--- config.mk ---
export PLATFORM = sky130hd
export DESIGN_NAME = ckpc_ram
export DESIGN_NICKNAME = d
export VERILOG_FILES = /design/src/design/ckpc_ram.sv
export SDC_FILE = /design/constraint.sdc
export NUM_CORES = 1
export LEC_CHECK = 0
export BUFFER_PORTS_ARGS = -buffer_cell sky130_fd_sc_hd__buf_2
export CAP_MARGIN = 15
export CORE_UTILIZATION = 55
export CTS_BUF_LIST = sky130_fd_sc_hd__clkbuf_4
export DETAILED_ROUTE_END_ITERATION = 8
export GPL_ROUTABILITY_DRIVEN = 0
export PLACE_DENSITY = 0.73
export SLEW_MARGIN = 40
export SYNTH_ARGS = -nofsm -noshare
export SYNTH_HDL_FRONTEND = slang
export SYNTH_SLANG_ARGS = --single-unit
export TNS_END_PERCENT = 50
--- constraint.sdc ---
create_clock -name clock -period 2.4 [get_ports clock]
set_input_delay 0.24 -clock clock [delete_from_list [all_inputs] [get_ports clock]]
set_output_delay 0.24 -clock clock [all_outputs]
set_load 0.03 [all_outputs]
--- src/design/ckpc_ram.sv ---
// ============================================================================
// ckpc_ram
// Generic single-clock RAM, one write port and one read port, registered read.
// ============================================================================
module ckpc_ram #(
   parameter int WIDTH = 8,
   parameter int DEPTH = 16
) (
   input  logic                     clock,
   input  logic                     wr_en,
   input  logic [$clog2(DEPTH)-1:0] wr_addr,
   input  logic [WIDTH-1:0]         wr_data,
   input  logic                     rd_en,
   input  logic [$clog2(DEPTH)-1:0] rd_addr,
   output logic [WIDTH-1:0]         rd_data
);

   logic [WIDTH-1:0] mem [DEPTH];
   logic [WIDTH-1:0] rd_data_ff;

   always_ff @(posedge clock) begin
      if (wr_en) begin
         mem[wr_addr] <= wr_data;
      end
      if (rd_en) begin
         rd_data_ff <= mem[rd_addr];
      end
   end

   assign rd_data = rd_data_ff;

endmodule

==> run_results.csv <==
group,metric,value,unit
clock_tree,path_clk_slew,0.12,ns
synth,synth_cell_types,18,
critical_path,cp-end-kind,"flop",
route,wirelength,9.44,mm
flow_run,cap_violations,0,
final_layout,fin_cells,423,
synth,postSynthAreaPerCell,22.8,sq um
die,io_pins,27,
global_route,grt_max_degree,24,
route,num_vias,2428,
final_layout,syn_to_final_growth,12.9,%
timing,post-route-period-util,64.2,%
place,post_dp_cell_area,5610,sq um
synth,synthArstFlopShare,0,%
critical_path,r2r_cells,3,
global_route,grt_pass1_wl,14.4,mm
route,route.detailed.drc,0,
critical_path,cp_data_required_time,2.65,ns
synth,synth-xor-area-share,0,%
critical_path,crit_cells,3,
die,core_area,9240,sq um
critical_path,crit_chain,"mux4_1 > a22oi_1 > nand2_1",
clock_tree,cts_tree,"built",
synth,syn_area,5230,sq um
die,die_h,99.5,microns
worst_hold_path,hp-class,"in -> reg",
timing,max-slew-margin-rel,51.1,%
synth,synthSimpleGateAreaFrac,3.14,%
timing,fin_skew,0.0145,ns
place,dp_hpwl,6.24,mm
clock_tree,cts_setup_buffers,0,
synth,synth_compound_area_share,2.30,%
route,routed-wl-met3,483,microns
place,port_buffers,26,
timing,min_period,1.54,ns
clock_tree,root_buffer,"clkbuf_4",
power,power.density,757,nW/um^2
synth,syn_inst,229,
critical_path,slowest_delay,0.55,ns
clock_tree,insertion_delay,0.49,ns
route,routed_via_density,5.74,
timing,rsz0062_at_grt,"false",
synth,synth_edf_count,136,
route,ant_nets,0,
clock_tree,cts-resized-gates,0,
critical_path,criticalPathCategory,"reg -> reg",
route,drt_iter0_markers,204,
final_layout,post-route-util,63.9,%
timing,worst_pin_slew,0.732,ns
synth,ys.flop_type,"edfxtp_1",
synth,synthAdderAreaFrac,0,%
critical_path,critPathTopFamily,"multiplexers",
global_route,antenna_found_initial,0,
die,start_util,56.6,%
timing,setup_viol,0,
timing,setup_tns,0,ns
power,p_leak,0.00197,uW
synth,synth_top_family_by_area,"multiplexers",
route,highest_layer,"met4",
critical_path,cp_max_fo,1,
route,first_pass_iters,4,
die,dieArea,9900,sq um
clock_tree,numCtsBuffers,17,
timing,fin_ws,0.859,ns
global_route,grt_pass1_vias,2448,
worst_hold_path,min_path_cells,1,
global_route,overflow,0,
die,die_w,99.5,microns
clock_tree,htreeDepth,4,
synth,synth_seq_cells,136,
clock_tree,clock-sinks,136,
synth,yosysWarnings,0,
critical_path,cp_num_buf_inv,0,
final_layout,num_antenna_cells,0,
synth,synth.area.mux_share,14.8,%
power,peakVddDrop,350,uV
route,wire_per_inst,22.3,microns
clock_tree,clock_path_buffers,2,
synth,synth_nets,248,
place,dp_slack,0.379,ns
critical_path,arrival,1.79,ns
critical_path,cp_slowest_cell,"mux4_1",
synth,ys_seq_area_share,78.1,%
final_layout,stdcell_area,5900,sq um
timing,hold_viol,0,
run_status,status,"finished clean",
clock_tree,hold_buffers,0,
route,wl_met1,4.12,mm
final_layout,nets,301,
place,place_inst,392,
critical_path,setup.worst_path.start_class,"flop",
die,fp-row-count,35,
route,met2WireLength,4.73,mm
final_layout,drive_gt1_share,31.6,%
timing,slew_viol_final,0,
timing,fmax,649,MHz
global_route,grt.total_usage,21.6,%
final_layout,fill_cells,623,
==> where the power goes <==
group | internal, uW | switching [uW] | leakage [uW]
clock network | 740 | 777 | 0.000150
registers | 2670 | 13.2 | 0.00124
logic | 106 | 159 | 0.000582
==> placed cells by master (no fill, tap or decap) <==
master / netlist / layout
and2_1: 1 / 1
nor3_1: 4 / 4
clkinv_2: 0 / 1
nor2_2: 0 / 1
a22oi_1: 16 / 16
nand2_1: 9 / 9
nor2b_1: 1 / 1
buf_12: 0 / 3
nand2b_1: 2 / 2
clkinvlp_4: 0 / 3
clkinv_1: 0 / 2
clkinv_4: 0 / 1
buf_2: 3 / 26
buf_4: 1 / 15
mux4_2: 18 / 18
bufinv_16: 0 / 3
nand3b_1: 2 / 2
and2b_1: 1 / 1
nor2_1: 13 / 12
or3b_2: 1 / 1
mux4_1: 14 / 14
inv_6: 0 / 2
clkbuf_4: 0 / 19
nand3_1: 1 / 1
edfxtp_1: 136 / 136
==> final timing paths <==
kind / slack, ns / endpoint / startpoint
worst max register to register: 0.86 / rd_data[2]$_DFFE_PP_ / mem[6][2]$_DFFE_PP_
worst max-delay path: 0.86 / rd_data[2]$_DFFE_PP_ / mem[6][2]$_DFFE_PP_
worst min register to register: 0.76 / rd_data[3]$_DFFE_PP_ / mem[14][3]$_DFFE_PP_
worst min-delay path: 0.10 / mem[15][1]$_DFFE_PP_ / wr_data[1]
==> state kept, by name, summed over array words and instances, names as in the netlist <==
name / cells
rd_data: 8
mem: 128
==> cell usage after synthesis, types with 2 or more instances <==
cell             instances  area share (%)
a22oi_1                 16             2.3
buf_2                    3            0.29
buf_6                    3            0.65
clkdlybuf4s25_2          3            0.57
edfxtp_1               136              78
mux4_1                  14             7.0
mux4_2                  18             7.8
nand2_1                  9            0.65
nand2b_1                 2            0.24
nand3b_1                 2            0.29
nor2_1                  13            0.93
nor3_1                   4            0.38
==> logic make-up (layout without fill, tap and decap cells) <==
kind of cell / count (synthesis) / count (layout)
flip-flops: 136 / 136
AO/OA/AOI/OAI: 16 / 16
AND/OR/NAND/NOR: 35 / 35
multiplexers: 32 / 32
buffers and inverters: 10 / 75
==> per-stage QoR <==
step	total power (uW)	hold slack (ns)
after floorplan	2890	0.339
after global placement	3000	0.612
after detailed placement	3010	0.622
after CTS	4500	0.0646
after global routing	4620	0.0563
final	4470	0.104
==> area by class of cell <==
type | count | area [sq um] | area share [%]
tap | 129 | 161 | 2.73
multi-input combinational | 83 | 1060 | 18.0
clock buffer | 19 | 143 | 2.42
sequential | 136 | 4080 | 69.2
timing repair buffer | 44 | 303 | 5.13
clock inverter | 12 | 151 | 2.57
==> worst reg2reg max path, cell delays in order (launching register included) <==
cell and delay [ns]:
edfxtp_1 0.38, mux4_1 0.55, a22oi_1 0.26, nand2_1 0.10
==> layer usage <==
layer / up-vias / track usage (%)
met2: 80 / 32.6
met3: 8 / 5.55
met5: - / 0
li1: 1091 / -
met1: 1249 / 31.0
met4: 0 / 8.37
Note: power is estimated with default switching activity, not from simulation.
