==> src/design/ckpc_pkg.sv <==
// ============================================================================
// ckpc_pkg
// Shared types, constants and helper functions of the canonical k-mer
// profile counter.
// ============================================================================
package ckpc_pkg;

   localparam int MAX_K      = 6;
   localparam int COUNT_BITS = 24;

   localparam int CODE_W      = 2 * MAX_K;
   localparam int TABLE_DEPTH = 1 << CODE_W;
   localparam int CFG_K_W     = 3;
   localparam int KEFF_W      = $clog2(MAX_K + 1);
   localparam int CHAR_W      = 8;
   localparam int KCOUNT_W    = 24;
   localparam int LEN_W       = 24;
   localparam int PROF_W      = 29;
   localparam int WEIGHT_W    = 2;
   localparam int KIND_W      = 2;
   localparam int SHIFT_W     = $clog2(2 * MAX_K + 17);
   localparam int NUM_W       = COUNT_BITS + 2 * MAX_K + 16;
   localparam int STEP_W      = $clog2(NUM_W + 1);

   localparam int REQ_DATA_W  = 24;
   localparam int RSP_DATA_W  = 80;
   localparam int CSR_ADDR_W  = 3;
   localparam int CSR_DATA_W  = 32;

   localparam logic [COUNT_BITS-1:0] COUNT_MAX = {COUNT_BITS{1'b1}};
   localparam logic [LEN_W-1:0]      LEN_MAX   = {LEN_W{1'b1}};
   localparam logic [PROF_W-1:0]     PROF_MAX  = {PROF_W{1'b1}};

   // register index of kmer_length
   localparam logic [CSR_ADDR_W-3:0] REG_KMER_LENGTH = '0;
   localparam logic [CFG_K_W-1:0]    KMER_LENGTH_RESET = 3'd5;

   typedef enum logic [KIND_W-1:0] {
      KIND_BASE  = 2'd0,
      KIND_READ  = 2'd1,
      KIND_CLEAR = 2'd2,
      KIND_NONE  = 2'd3
   } kind_type;

   typedef enum logic [WEIGHT_W-1:0] {
      WEIGHT_NONE = 2'd0,
      WEIGHT_HALF = 2'd1,
      WEIGHT_FULL = 2'd2
   } weight_type;

   typedef enum logic [2:0] {
      ST_CLEAR,
      ST_IDLE,
      ST_BASE_WR,
      ST_READ_DATA,
      ST_DIVIDE,
      ST_PUSH
   } state_type;

   typedef struct packed {
      logic                  start;
      logic [COUNT_BITS-1:0] count;
      logic [SHIFT_W-1:0]    shift;
      logic [LEN_W-1:0]      divisor;
   } div_req_type;

   typedef struct packed {
      logic              done;
      logic [PROF_W-1:0] quotient;
   } div_res_type;

   typedef struct packed {
      logic       ok;
      logic [1:0] digit;
   } base_code_type;

   // clamp the raw k register to 1..MAX_K
   function automatic logic [KEFF_W-1:0] eff_k(logic [CFG_K_W-1:0] raw);
      logic [KEFF_W:0] wide;
      wide = (KEFF_W + 1)'(raw);
      if (raw == '0) begin
         return KEFF_W'(1);
      end else if (wide > (KEFF_W + 1)'(MAX_K)) begin
         return KEFF_W'(MAX_K);
      end else begin
         return KEFF_W'(raw);
      end
   endfunction

   function automatic logic [CODE_W-1:0] kmer_mask(logic [KEFF_W-1:0] k);
      return ~({CODE_W{1'b1}} << (2 * int'(k)));
   endfunction

   function automatic base_code_type base_code(logic [CHAR_W-1:0] c);
      base_code_type res;
      res.ok    = 1'b1;
      res.digit = 2'd0;
      unique case (c)
         8'h41, 8'h61: res.digit = 2'd0; // A a
         8'h43, 8'h63: res.digit = 2'd1; // C c
         8'h54, 8'h74: res.digit = 2'd2; // T t
         8'h47, 8'h67: res.digit = 2'd3; // G g
         default: res.ok = 1'b0;
      endcase
      return res;
   endfunction

   // reverse complement of a k-digit code: digit i moves to k-1-i, xor 2
   function automatic logic [CODE_W-1:0] rev_comp(logic [CODE_W-1:0] code,
                                                  logic [KEFF_W-1:0] k);
      logic [CODE_W-1:0] r;
      r = '0;
      for (int i = 0; i < MAX_K; i++) begin
         if (i < int'(k)) begin
            r[2 * (int'(k) - 1 - i) +: 2] = code[2 * i +: 2] ^ 2'b10;
         end
      end
      return r;
   endfunction

endpackage

==> src/design/ckpc_div.sv <==
// ============================================================================
// ckpc_div
// Bit-serial restoring divider: (count << shift) / divisor, one quotient bit
// per cycle, result saturated to the profile width.
// ============================================================================
module ckpc_div (
   input  logic                 clock,
   input  logic                 reset,
   input  ckpc_pkg::div_req_type req,
   output ckpc_pkg::div_res_type res
);

   logic                           busy_ff, busy_in;
   logic                           done_ff, done_in;
   logic                           sat_ff, sat_in;
   logic [ckpc_pkg::STEP_W-1:0]    step_ff, step_in;
   logic [ckpc_pkg::NUM_W-1:0]     num_ff, num_in;
   logic [ckpc_pkg::LEN_W-1:0]     rem_ff, rem_in;
   logic [ckpc_pkg::LEN_W-1:0]     divisor_ff, divisor_in;
   logic [ckpc_pkg::PROF_W-1:0]    quo_ff, quo_in;
   logic [ckpc_pkg::LEN_W:0]       trial;
   logic [ckpc_pkg::LEN_W:0]       diff;
   logic                           ge;

   always_comb begin
      trial = {rem_ff, num_ff[ckpc_pkg::NUM_W-1]};
      diff  = trial - (ckpc_pkg::LEN_W + 1)'(divisor_ff);
      ge    = trial >= (ckpc_pkg::LEN_W + 1)'(divisor_ff);

      busy_in    = busy_ff;
      done_in    = 1'b0;
      sat_in     = sat_ff;
      step_in    = step_ff;
      num_in     = num_ff;
      rem_in     = rem_ff;
      divisor_in = divisor_ff;
      quo_in     = quo_ff;

      if (req.start) begin
         busy_in    = 1'b1;
         sat_in     = 1'b0;
         step_in    = '0;
         num_in     = ckpc_pkg::NUM_W'(req.count) << req.shift;
         rem_in     = '0;
         divisor_in = req.divisor;
         quo_in     = '0;
      end else if (busy_ff) begin
         // shift-subtract; a one leaving the top of the quotient means overflow
         num_in  = num_ff << 1;
         rem_in  = ge ? ckpc_pkg::LEN_W'(diff) : ckpc_pkg::LEN_W'(trial);
         quo_in  = {quo_ff[ckpc_pkg::PROF_W-2:0], ge};
         sat_in  = sat_ff | quo_ff[ckpc_pkg::PROF_W-1];
         step_in = step_ff + 1'b1;
         if (step_ff == ckpc_pkg::STEP_W'(ckpc_pkg::NUM_W - 1)) begin
            busy_in = 1'b0;
            done_in = 1'b1;
         end
      end
   end

   always_ff @(posedge clock) begin
      if (reset) begin
         busy_ff <= 1'b0;
         done_ff <= 1'b0;
         step_ff <= '0;
      end else begin
         busy_ff <= busy_in;
         done_ff <= done_in;
         step_ff <= step_in;
      end
      sat_ff     <= sat_in;
      num_ff     <= num_in;
      rem_ff     <= rem_in;
      divisor_ff <= divisor_in;
      quo_ff     <= quo_in;
   end

   assign res.done     = done_ff;
   assign res.quotient = sat_ff ? ckpc_pkg::PROF_MAX : quo_ff;

endmodule

==> config.mk <==
export PLATFORM = sky130hd
export DESIGN_NAME = ckpc_div
export DESIGN_NICKNAME = d
export VERILOG_FILES = /design/src/design/ckpc_pkg.sv /design/src/design/ckpc_div.sv
export SDC_FILE = /design/constraint.sdc
export NUM_CORES = 1
export LEC_CHECK = 0
export BUFFER_PORTS_ARGS = -buffer_cell sky130_fd_sc_hd__buf_2
export CAP_MARGIN = 20
export CORE_MARGIN = 10
export CORE_UTILIZATION = 50
export CTS_CLUSTER_DIAMETER = 40
export DETAILED_ROUTE_END_ITERATION = 12
export PLACE_DENSITY = 0.7
export SLEW_MARGIN = 20
export SYNTH_ARGS = -nofsm -noshare
export SYNTH_HDL_FRONTEND = slang
export SYNTH_SLANG_ARGS = --single-unit
==> constraint.sdc <==
create_clock -name clock -period 4.1 [get_ports clock]
set_input_delay 0.82 -clock clock [delete_from_list [all_inputs] [get_ports clock]]
set_output_delay 0.82 -clock clock [all_outputs]
set_load 0.01 [all_outputs]
==> flow_summary.toml, run 1 <==
[global_routing]
grt_pass1_vias = 6135
grt_max_degree = 59
grt_pass1_wl_mm = 31.0
overflow = 0
antenna_found_initial = 1
grt_use_total_pct = 17.3

[setup_path]
r2r_cells = 11
cp.arrival_ns = 3.08
crit_required_ns = 4.26
endpoint = "num_ff[19]$_DFFE_PP_"
r2r_slack_ns = 1.33
end_kind = "register"
startpoint = "req[24]"
max_stage_delay_ns = 0.60
r2r_start = "divisor_ff[22]$_DFFE_PP_"
worst_path_max_delay_cell = "buf_2"
regToRegEndpoint = "rem_ff[1]$_SDFFE_PP0P_"
worstSetupPathType = "in2reg"
cp_max_fo = 32
path_cells = "buf_2 -> mux2_2 -> o21ai_0 -> o21ai_0 -> o21ai_0 -> o21ai_0 -> o21ai_0 -> o21ai_0"
critPathLaunchType = "input pin"
crit_top_cell = "o21ai_0"

[synth]
syn_area_mm2 = 0.00814
synth_edf_count = 76
avgSynthCellArea_um2 = 9.51
synth_top_area_share_pct = 28.0
synthSimpleGateAreaFrac_pct = 14.3
synthMuxAreaShare_pct = 14.0
ys_top_cells_by_area = "edfxtp_1, dfxtp_1, mux2i_1"
ys_seq_elements = 138
synth_top_area_cell = "edfxtp_1"
ys_types = 58
synth_xor_area_share_pct = 2.04
ys_seq_area_share_pct = 43.3
synth_top_family_by_area = "compound AO/OA/AOI/OAI gates"
synthArstFlopShare_pct = 0
ys_warn_count = 0
synth-compound-area-share_pct = 16.4
postSynthCellCount = 856
synthFlopType = "edfxtp_1"
synth_adder_area_share_pct = 4.09
syn_nets = 938

[sta]
skew_ns = 0.0111
timing.final.hold_violations = 0
slew_violations = 0
min_period_ns = 2.91
max_clock_freq_mhz = 343
fin_hold_ws_ns = 0.491
rsz0062_at_grt = "false"
fin_ws_ns = 1.19
setup_viol = 0
finalCritPeriodShare_pct = 71.1
worstMarginPinSlew_ns = 0.883
fin_tns_setup_ns = 0
timing.slew.headroom_pct = 41.1

[layout]
final.fill_count = 1440
nets = 995
post-route-util_pct = 57.9
area_delta_synth_final_pct = 13.5
diodes = 0
regArea_mm2 = 0.00353
drive_gt1_share_pct = 21.8
multi_input_area_mm2 = 0.00414

[clocking]
cts_sinks = 138
cts.htree.levels = 4
cts.repair.resized = 0
cts_buffers = 17
clk_latency_ns = 0.42
clk_pin_slew_worst_paths_ns = 0.06
cts_tree = "yes"
cts_buffer_depth = 2
ctsHoldBuffers = 0
cts-root-buf = "clkbuf_16"
post_cts_buffers = 0

[placed_design]
post-place-ws_ns = 0.814
post-dp-hpwl_mm = 13.3
io_buffers = 85
place.gp.congestion = 0.953

[route]
drt_iter0_markers = 479
num_vias = 6320
dr.pass1.iters = 4
viasPerCell = 5.53
drc = 0
drt-total-wl_mm = 18.7
wl_per_cell_um = 16.4
ant_nets = 0

[floorplanning]
dieArea_mm2 = 0.0218
die_h_um = 148
core_mm2 = 0.0159
start_util_pct = 51.1
io_pins = 86
rows = 46
die_w_um = 148

[flow_run]
maxCapViolCount = 0

[pwr]
ir_drop_uv = 316
power.density_mw_per_mm2 = 414
power_leakage_nw = 4.04

[outcome]
outcome = "finished clean"

[hold_path]
min_path_type = "reg2reg"
state kept, by name, summed over array words and instances (netlist names):
name and count:
num_ff 52, quo_ff 29, divisor_ff 24, rem_ff 24, step_ff 6, busy_ff 1, done_ff 1, sat_ff 1
cells in the final DEF (no fill, tap or decap), types with 7 or more instances in the layout:
cell type | Yosys | layout
a211oi_1 | 22 | 22
a21o_1 | 7 | 7
a21oi_1 | 55 | 55
a31oi_1 | 8 | 8
and3_1 | 8 | 8
buf_2 | 4 | 84
buf_4 | 3 | 10
clkbuf_16 | 0 | 17
dfxtp_1 | 62 | 61
edfxtp_1 | 76 | 76
ha_1 | 25 | 25
inv_1 | 60 | 59
mux2_2 | 25 | 25
mux2i_1 | 68 | 68
mux4_2 | 8 | 8
nand2_1 | 52 | 52
nand4_1 | 8 | 8
nor2_1 | 100 | 100
nor2b_1 | 17 | 17
nor3_1 | 13 | 13
o21a_1 | 11 | 11
o21ai_0 | 34 | 34
o221ai_1 | 10 | 10
o22ai_1 | 27 | 27
or2_2 | 34 | 34
xnor2_1 | 9 | 9
xor2_1 | 10 | 10
stage by stage:
| stage | cell area [µm²] | power [mW] | instances |
|---|---|---|---|
| floorplan | 8140 | 2.19 | 856 |
| finish | 9230 | 3.82 | 1142 |
| detailed placement | 8670 | 2.37 | 1110 |
| global route | 9230 | 4.01 | 1142 |
| CTS | 9230 | 3.85 | 1142 |
| global placement | 8670 | 2.36 | 1110 |
critical path, delay by kind of cell:
family	cells	cell delay, ns
AOI/OAI and AO/OA	6	1.23
buffers and inverters	1	0.60
muxes	1	0.42
report_power, final:
part	switching [mW]	internal, mW
combinational	0.415	0.302
clock	0.624	0.846
sequential	0.0487	1.58
worst min-delay path by stage:
stage,startpoint,to,slack [ns],cells after the start
3_5_place_dp,rem_ff[23]$_SDFFE_PP0P_,rem_ff[23]$_SDFFE_PP0P_,0.48,2
6_report,rem_ff[1]$_SDFFE_PP0P_,rem_ff[1]$_SDFFE_PP0P_,0.49,2
4_1_cts,step_ff[5]$_SDFFE_PP0P_,step_ff[5]$_SDFFE_PP0P_,0.49,2
3_3_place_gp,step_ff[5]$_SDFFE_PP0P_,step_ff[5]$_SDFFE_PP0P_,0.47,2
2_1_floorplan,rem_ff[23]$_SDFFE_PP0P_,rem_ff[23]$_SDFFE_PP0P_,0.45,2
5_1_grt,rem_ff[1]$_SDFFE_PP0P_,rem_ff[1]$_SDFFE_PP0P_,0.51,2
metal layers:
metal	global-route usage, %	up-vias	wire length, µm
met5	0	-	7
met4	5.15	2	238
met3	4.88	22	998
met2	27.4	140	8580
met1	22.6	2952	8870
li1	-	3204	-
cell usage after synthesis, types with 17 or more instances:
library cell  count
a211oi_1         22
a21oi_1          55
clkbuf_1         41
dfxtp_1          62
edfxtp_1         76
ha_1             25
inv_1            60
mux2_2           25
mux2i_1          68
nand2_1          52
nor2_1          100
nor2b_1          17
o21ai_0          34
o22ai_1          27
or2_2            34
cell families after synthesis:
family / count (synthesis)
flip-flops: 138
AND/OR/NAND/NOR: 249
AO/OA/AOI/OAI: 205
buffers and inverters: 118
adder cells (fa/ha/maj): 26
XOR/XNOR: 19
multiplexers: 101
cell type report:
| cell class | instances | share of cell area (%) |
|---|---|---|
| Inverter | 62 | 2.53 |
| Sequential cell | 138 | 38.2 |
| Tap cell | 216 | 2.93 |
| Timing Repair Buffer | 94 | 5.37 |
| Clock buffer | 17 | 4.61 |
| Clock inverter | 15 | 1.52 |
| Multi-Input combinational cell | 600 | 44.9 |
(Power assumes the default switching activity.)
==> run 2: changes to the inputs <==
--- a/config.mk
+++ b/config.mk
@@ -5,13 +5,14 @@
 export SDC_FILE = /design/constraint.sdc
 export NUM_CORES = 1
 export LEC_CHECK = 0
+export ABC_AREA = 1
 export BUFFER_PORTS_ARGS = -buffer_cell sky130_fd_sc_hd__buf_2
 export CAP_MARGIN = 20
 export CORE_MARGIN = 10
 export CORE_UTILIZATION = 50
 export CTS_CLUSTER_DIAMETER = 40
 export DETAILED_ROUTE_END_ITERATION = 12
-export PLACE_DENSITY = 0.7
+export PLACE_DENSITY = 0.69
 export SLEW_MARGIN = 20
 export SYNTH_ARGS = -nofsm -noshare
 export SYNTH_HDL_FRONTEND = slang
==> constraint.sdc (replaced) <==
create_clock -name clock -period 3.05 [get_ports clock]
set_input_delay 0.61 -clock clock [delete_from_list [all_inputs] [get_ports clock]]
set_output_delay 0.61 -clock clock [all_outputs]
set_load 0.01 [all_outputs]
==> flow_summary.toml, run 2 <==
[route]
viasPerCell = 5.25
ant_nets = 0
drt-total-wl_mm = 23.2
drt_iter0_markers = 549
wl_per_cell_um = 15.5
drc = 0
num_vias = 7856
dr.pass1.iters = 6

[placed_design]
post-place-ws_ns = 0.376
post-dp-hpwl_mm = 17.0
numPlacedInstances = 1465
dpl-instance-area_mm2 = 0.00913
io_buffers = 85
place.gp.congestion = 0.928

[sta]
worstMarginPinSlew_ns = 0.917
slew_violations = 0
rsz0062_at_grt = "false"
timing.slew.headroom_pct = 38.6
fin_tns_setup_ns = 0
max_clock_freq_mhz = 370
skew_ns = 0.00884
timing.final.hold_violations = 0
min_period_ns = 2.70
finalCritPeriodShare_pct = 88.7
fin_ws_ns = 0.346
setup_viol = 0

[clocking]
clk_latency_ns = 0.43
cts_buffer_depth = 2
clk_pin_slew_worst_paths_ns = 0.06
post_cts_buffers = 0
cts_sinks = 138
cts.htree.levels = 4
cts_buffers = 17
ctsHoldBuffers = 0
cts.repair.resized = 0
cts_tree = "yes"
cts-root-buf = "clkbuf_16"

[layout]
top_regs = "num_ff: 52 flops, quo_ff: 29 flops"
drive_gt1_share_pct = 13.1
area_delta_synth_final_pct = 13.3
fin_cells = 1497
design_area_mm2 = 0.00966
final_common_cell = "nand2_1"
diodes = 0
nets = 1346
largest_reg_flops = 52
regMostFlops = "num_ff"
layout_common_cells = "nand2_1, inv_1, o21ai_0, nand3_1, buf_2"
post-route-util_pct = 58.1
final.fill_count = 1627

[setup_path]
worstSetupPathType = "reg2reg"
crit_top_cell = "nand2_1"
worst_path_max_delay_cell = "nor2_4"
crit_required_ns = 3.37
cp.arrival_ns = 3.03
max_stage_delay_ns = 0.46
cp_max_fo = 31
end_kind = "register"
path_cells = "inv_1 -> ha_1 -> nand2_1 -> inv_2 -> nand2_1 -> nand2_1 -> a21oi_1 -> nand2_1 -> nor2_4 -> nand2_4 -> or2_2 -> nand3_1 -> nand2_1"
critPathLaunchType = "register"
r2r_cells = 13

[synth]
synth_edf_count = 76
postSynthCellCount = 1199
yosysMostFrequentCell = "nand2_1"
ys_top_cells_by_count = "nand2_1, inv_1, o21ai_0"
syn_area_mm2 = 0.00853
ys_seq_elements = 138
ys_warn_count = 0
synthFlopType = "edfxtp_1"
syn_nets = 1281
synth_top_area_share_pct = 26.8
ys_types = 47
ys_seq_area_share_pct = 41.3
synthArstFlopShare_pct = 0
ys_top_cells_by_area = "edfxtp_1, nand2_1, dfxtp_1"
avgSynthCellArea_um2 = 7.11
synth_top_area_cell = "edfxtp_1"

[floorplanning]
io_pins = 86
dieArea_mm2 = 0.0227
die_w_um = 151
core_mm2 = 0.0166
rows = 47
die_h_um = 151
start_util_pct = 51.2

[global_routing]
grt_pass1_vias = 7580
grt_use_total_pct = 20.9
antenna_found_initial = 0
grt_pass1_wl_mm = 37.9
overflow = 0
grt_max_degree = 82

[pwr]
power_leakage_nw = 4.84
ir_drop_uv = 393
power.density_mw_per_mm2 = 482

[hold_path]
holdPathStages = 1
min_path_type = "in2reg"

[outcome]
outcome = "finished clean"

[flow_run]
maxCapViolCount = 0
==> run 2: path summary, 6_finish.rpt <==
| check | from | endpoint | slack [ns] |
|---|---|---|---|
| worst max-delay path | divisor_ff[20]$_DFFE_PP_ | rem_ff[23]$_SDFFE_PP0P_ | 0.35 |
| worst min-delay path | req[8] | divisor_ff[8]$_DFFE_PP_ | 0.35 |
| worst max register to register | divisor_ff[20]$_DFFE_PP_ | rem_ff[23]$_SDFFE_PP0P_ | 0.35 |
| worst min register to register | rem_ff[8]$_SDFFE_PP0P_ | rem_ff[8]$_SDFFE_PP0P_ | 0.48 |
==> run 2: critical path: cells and delay by family, from the launching register on <==
family	cells	cell delay [ns]
DFF	1	0.32
and+or+nand+nor	9	1.72
AOI/OAI and AO/OA	1	0.13
adders and majority gates	1	0.32
buffers and inverters	2	0.08
==> run 2: through the flow <==
stage               hold slack [ns]  power (mW)
floorplan                     0.445        2.58
global placement              0.463        2.79
detailed placement            0.464        2.79
CTS                           0.334        4.69
global route                  0.341        4.86
finish                        0.348        4.66
==> run 2: kinds of logic (layout without fill, tap and decap cells) <==
family / Yosys count / count (layout) / synth area share (%)
multiplexers: 1 / 1 / 0.117
adder cells (fa/ha/maj): 26 / 26 / 3.90
XOR/XNOR: 9 / 9 / 0.925
flip-flops: 138 / 138 / 41.3
buffers and inverters: 223 / 301 / 10.2
AO/OA/AOI/OAI: 184 / 184 / 12.5
AND/OR/NAND/NOR: 618 / 618 / 31.0
==> run 2: area by class of cell <==
type,instances,area [µm²],share of cell area (%)
Clock buffer,18,439,4.54
Multi-Input combinational cell,838,4130,42.8
Timing Repair Buffer,104,581,6.01
Tap cell,220,275,2.85
Inverter,165,619,6.41
Clock inverter,14,93.8,0.971
Sequential cell,138,3520,36.5
==> run 2: metal layers <==
layer	global-route usage, %	share of wire [%]	up-vias
li1	-	-	4030
met5	0	0	-
met4	7.75	2.4	0
met1	25.5	44	3604
met2	35.7	49	182
met3	4.05	4.1	40
==> run 2: report_power, final <==
part           switching [mW]  internal (mW)  total, mW
sequential             0.0344           2.10       2.13
combinational           0.422          0.204      0.626
clock                   0.838           1.06       1.90
total                    1.29           3.36       4.66
==> run 3: changes to the inputs <==
--- a/config.mk
+++ b/config.mk
@@ -6,13 +6,13 @@
 export NUM_CORES = 1
 export LEC_CHECK = 0
 export ABC_AREA = 1
-export BUFFER_PORTS_ARGS = -buffer_cell sky130_fd_sc_hd__buf_2
 export CAP_MARGIN = 20
 export CORE_MARGIN = 10
 export CORE_UTILIZATION = 50
 export CTS_CLUSTER_DIAMETER = 40
 export DETAILED_ROUTE_END_ITERATION = 12
-export PLACE_DENSITY = 0.69
+export DONT_BUFFER_PORTS = 1
+export RECOVER_POWER = 25
 export SLEW_MARGIN = 20
 export SYNTH_ARGS = -nofsm -noshare
 export SYNTH_HDL_FRONTEND = slang
==> flow_summary.toml, run 3 (synthesis results as in run 2) <==
[layout]
largest_reg_flops = 52
final.fill_count = 1645
final_common_cell = "nand2_1"
nets = 1253
design_area_mm2 = 0.00918
fin_cells = 1405
layout_common_cells = "nand2_1, inv_1, o21ai_0, nand3_1, edfxtp_1"
post-route-util_pct = 55.1
drive_gt1_share_pct = 6.00
regMostFlops = "num_ff"
area_delta_synth_final_pct = 7.63
top_regs = "num_ff: 52 flops, quo_ff: 29 flops"

[setup_path]
critPathLaunchType = "register"
cp_max_fo = 31
cp.arrival_ns = 2.80
max_stage_delay_ns = 0.38
worstSetupPathType = "reg2reg"
crit_top_cell = "nand2_1"
path_cells = "inv_1 -> ha_1 -> nand2_1 -> nand2_1 -> nand2_1 -> nand2_1 -> nand2_1 -> nand3_2 -> nand3b_4 -> nand2_4 -> or2_2 -> nand3_1 -> nand2_1"
worst_path_max_delay_cell = "ha_1"
end_kind = "register"
crit_required_ns = 3.37

[global_routing]
grt_use_total_pct = 21.1
antenna_found_initial = 2
overflow = 0
grt_pass1_vias = 7373
grt_pass1_wl_mm = 38.1
grt_max_degree = 66

[route]
drt_iter0_markers = 483
ant_nets = 0
drc = 0
viasPerCell = 5.36
wl_per_cell_um = 16.7
dr.pass1.iters = 6
num_vias = 7537
drt-total-wl_mm = 23.5

[floorplanning]
io_pins = 86
rows = 47
start_util_pct = 51.2
die_h_um = 151
dieArea_mm2 = 0.0227
die_w_um = 151
core_mm2 = 0.0166

[pwr]
seqPwrFrac_pct = 46.4
swShare_pct = 27.3
power_leakage_nw = 4.42
power_switching_mw = 1.25
power.density_mw_per_mm2 = 501
share_comb_of_total_power_pct = 12.1
p_int_mw = 3.34
ir_drop_uv = 369
pwr-share-clk_pct = 41.5

[clocking]
cts_tree = "yes"
cts.htree.levels = 4
cts.repair.resized = 0
clk_latency_ns = 0.42
clk_pin_slew_worst_paths_ns = 0.06
post_cts_buffers = 0
cts-root-buf = "clkbuf_16"
cts_buffer_depth = 2
cts_buffers = 17
ctsHoldBuffers = 0
cts_sinks = 138

[sta]
worstMarginPinSlew_ns = 1.15
slew_violations = 0
max_clock_freq_mhz = 404
fin_tns_setup_ns = 0
timing.final.hold_violations = 0
fin_hold_ws_ns = 0.260
finalCritPeriodShare_pct = 81.2
setup_viol = 0
rsz0062_at_grt = "false"
min_period_ns = 2.48
timing.slew.headroom_pct = 23.6
skew_ns = 0.00922

[hold_path]
min_path_type = "in2reg"

[flow_run]
maxCapViolCount = 0

[placed_design]
post-dp-hpwl_mm = 17.1
io_buffers = 0
dpl-instance-area_mm2 = 0.00864
numPlacedInstances = 1372
place.gp.congestion = 0.883

[outcome]
outcome = "finished clean"
-- run 3: power by group through the flow --
stage          combinational [mW]  sequential, mW  clock, mW
2_1_floorplan               0.421            2.16          0
3_3_place_gp                0.553            2.17          0
3_5_place_dp                0.552            2.17          0
4_1_cts                     0.554            2.13       1.93
5_1_grt                     0.629            2.14       2.01
6_report                    0.556            2.13       1.91
-- run 3: critical path, delay by kind of cell, from the launching register on --
family | cells | cell delay (ns)
flip-flops | 1 | 0.33
adder cells (fa/ha/maj) | 1 | 0.38
buffers and inverters | 1 | 0.04
AND/OR/NAND/NOR | 11 | 1.61
-- run 3: layer usage --
layer | wire, µm | vias up | track usage (%)
met5 | 13 | - | 0
met4 | 422 | 2 | 6.30
met3 | 1650 | 39 | 6.00
met2 | 11100 | 193 | 35.3
met1 | 10300 | 3454 | 26.0
li1 | - | 3849 | -
-- run 3: metrics by stage --
stage / power (mW) / setup slack (ns)
floorplan: 2.58 / 0.730
global placement: 2.72 / 0.582
detailed placement: 2.72 / 0.586
CTS: 4.62 / 0.584
global route: 4.78 / 0.319
finish: 4.60 / 0.573
-- run 3: layout make-up --
| type | count | area [µm²] | area share (%) |
|---|---|---|---|
| clock inverter | 12 | 85.1 | 0.927 |
| timing repair buffer | 11 | 91.3 | 0.995 |
| antenna | 1 | 2.50 | 0.0273 |
| multi-input combinational | 838 | 4130 | 45.0 |
| tap | 220 | 275 | 3.00 |
| clock buffer | 20 | 448 | 4.88 |
| inverter | 165 | 619 | 6.75 |
| sequential | 138 | 3520 | 38.4 |
-- run 3: worst paths after layout --
check,start,end,slack [ns],cells after the start
worst max-delay path,divisor_ff[2]$_DFFE_PP_,rem_ff[23]$_SDFFE_PP0P_,0.57,13
worst min-delay path,reset,busy_ff$_SDFF_PP0_,0.26,1
worst min register to register,rem_ff[1]$_SDFFE_PP0P_,rem_ff[1]$_SDFFE_PP0P_,0.47,2
worst max register to register,divisor_ff[2]$_DFFE_PP_,rem_ff[23]$_SDFFE_PP0P_,0.57,13
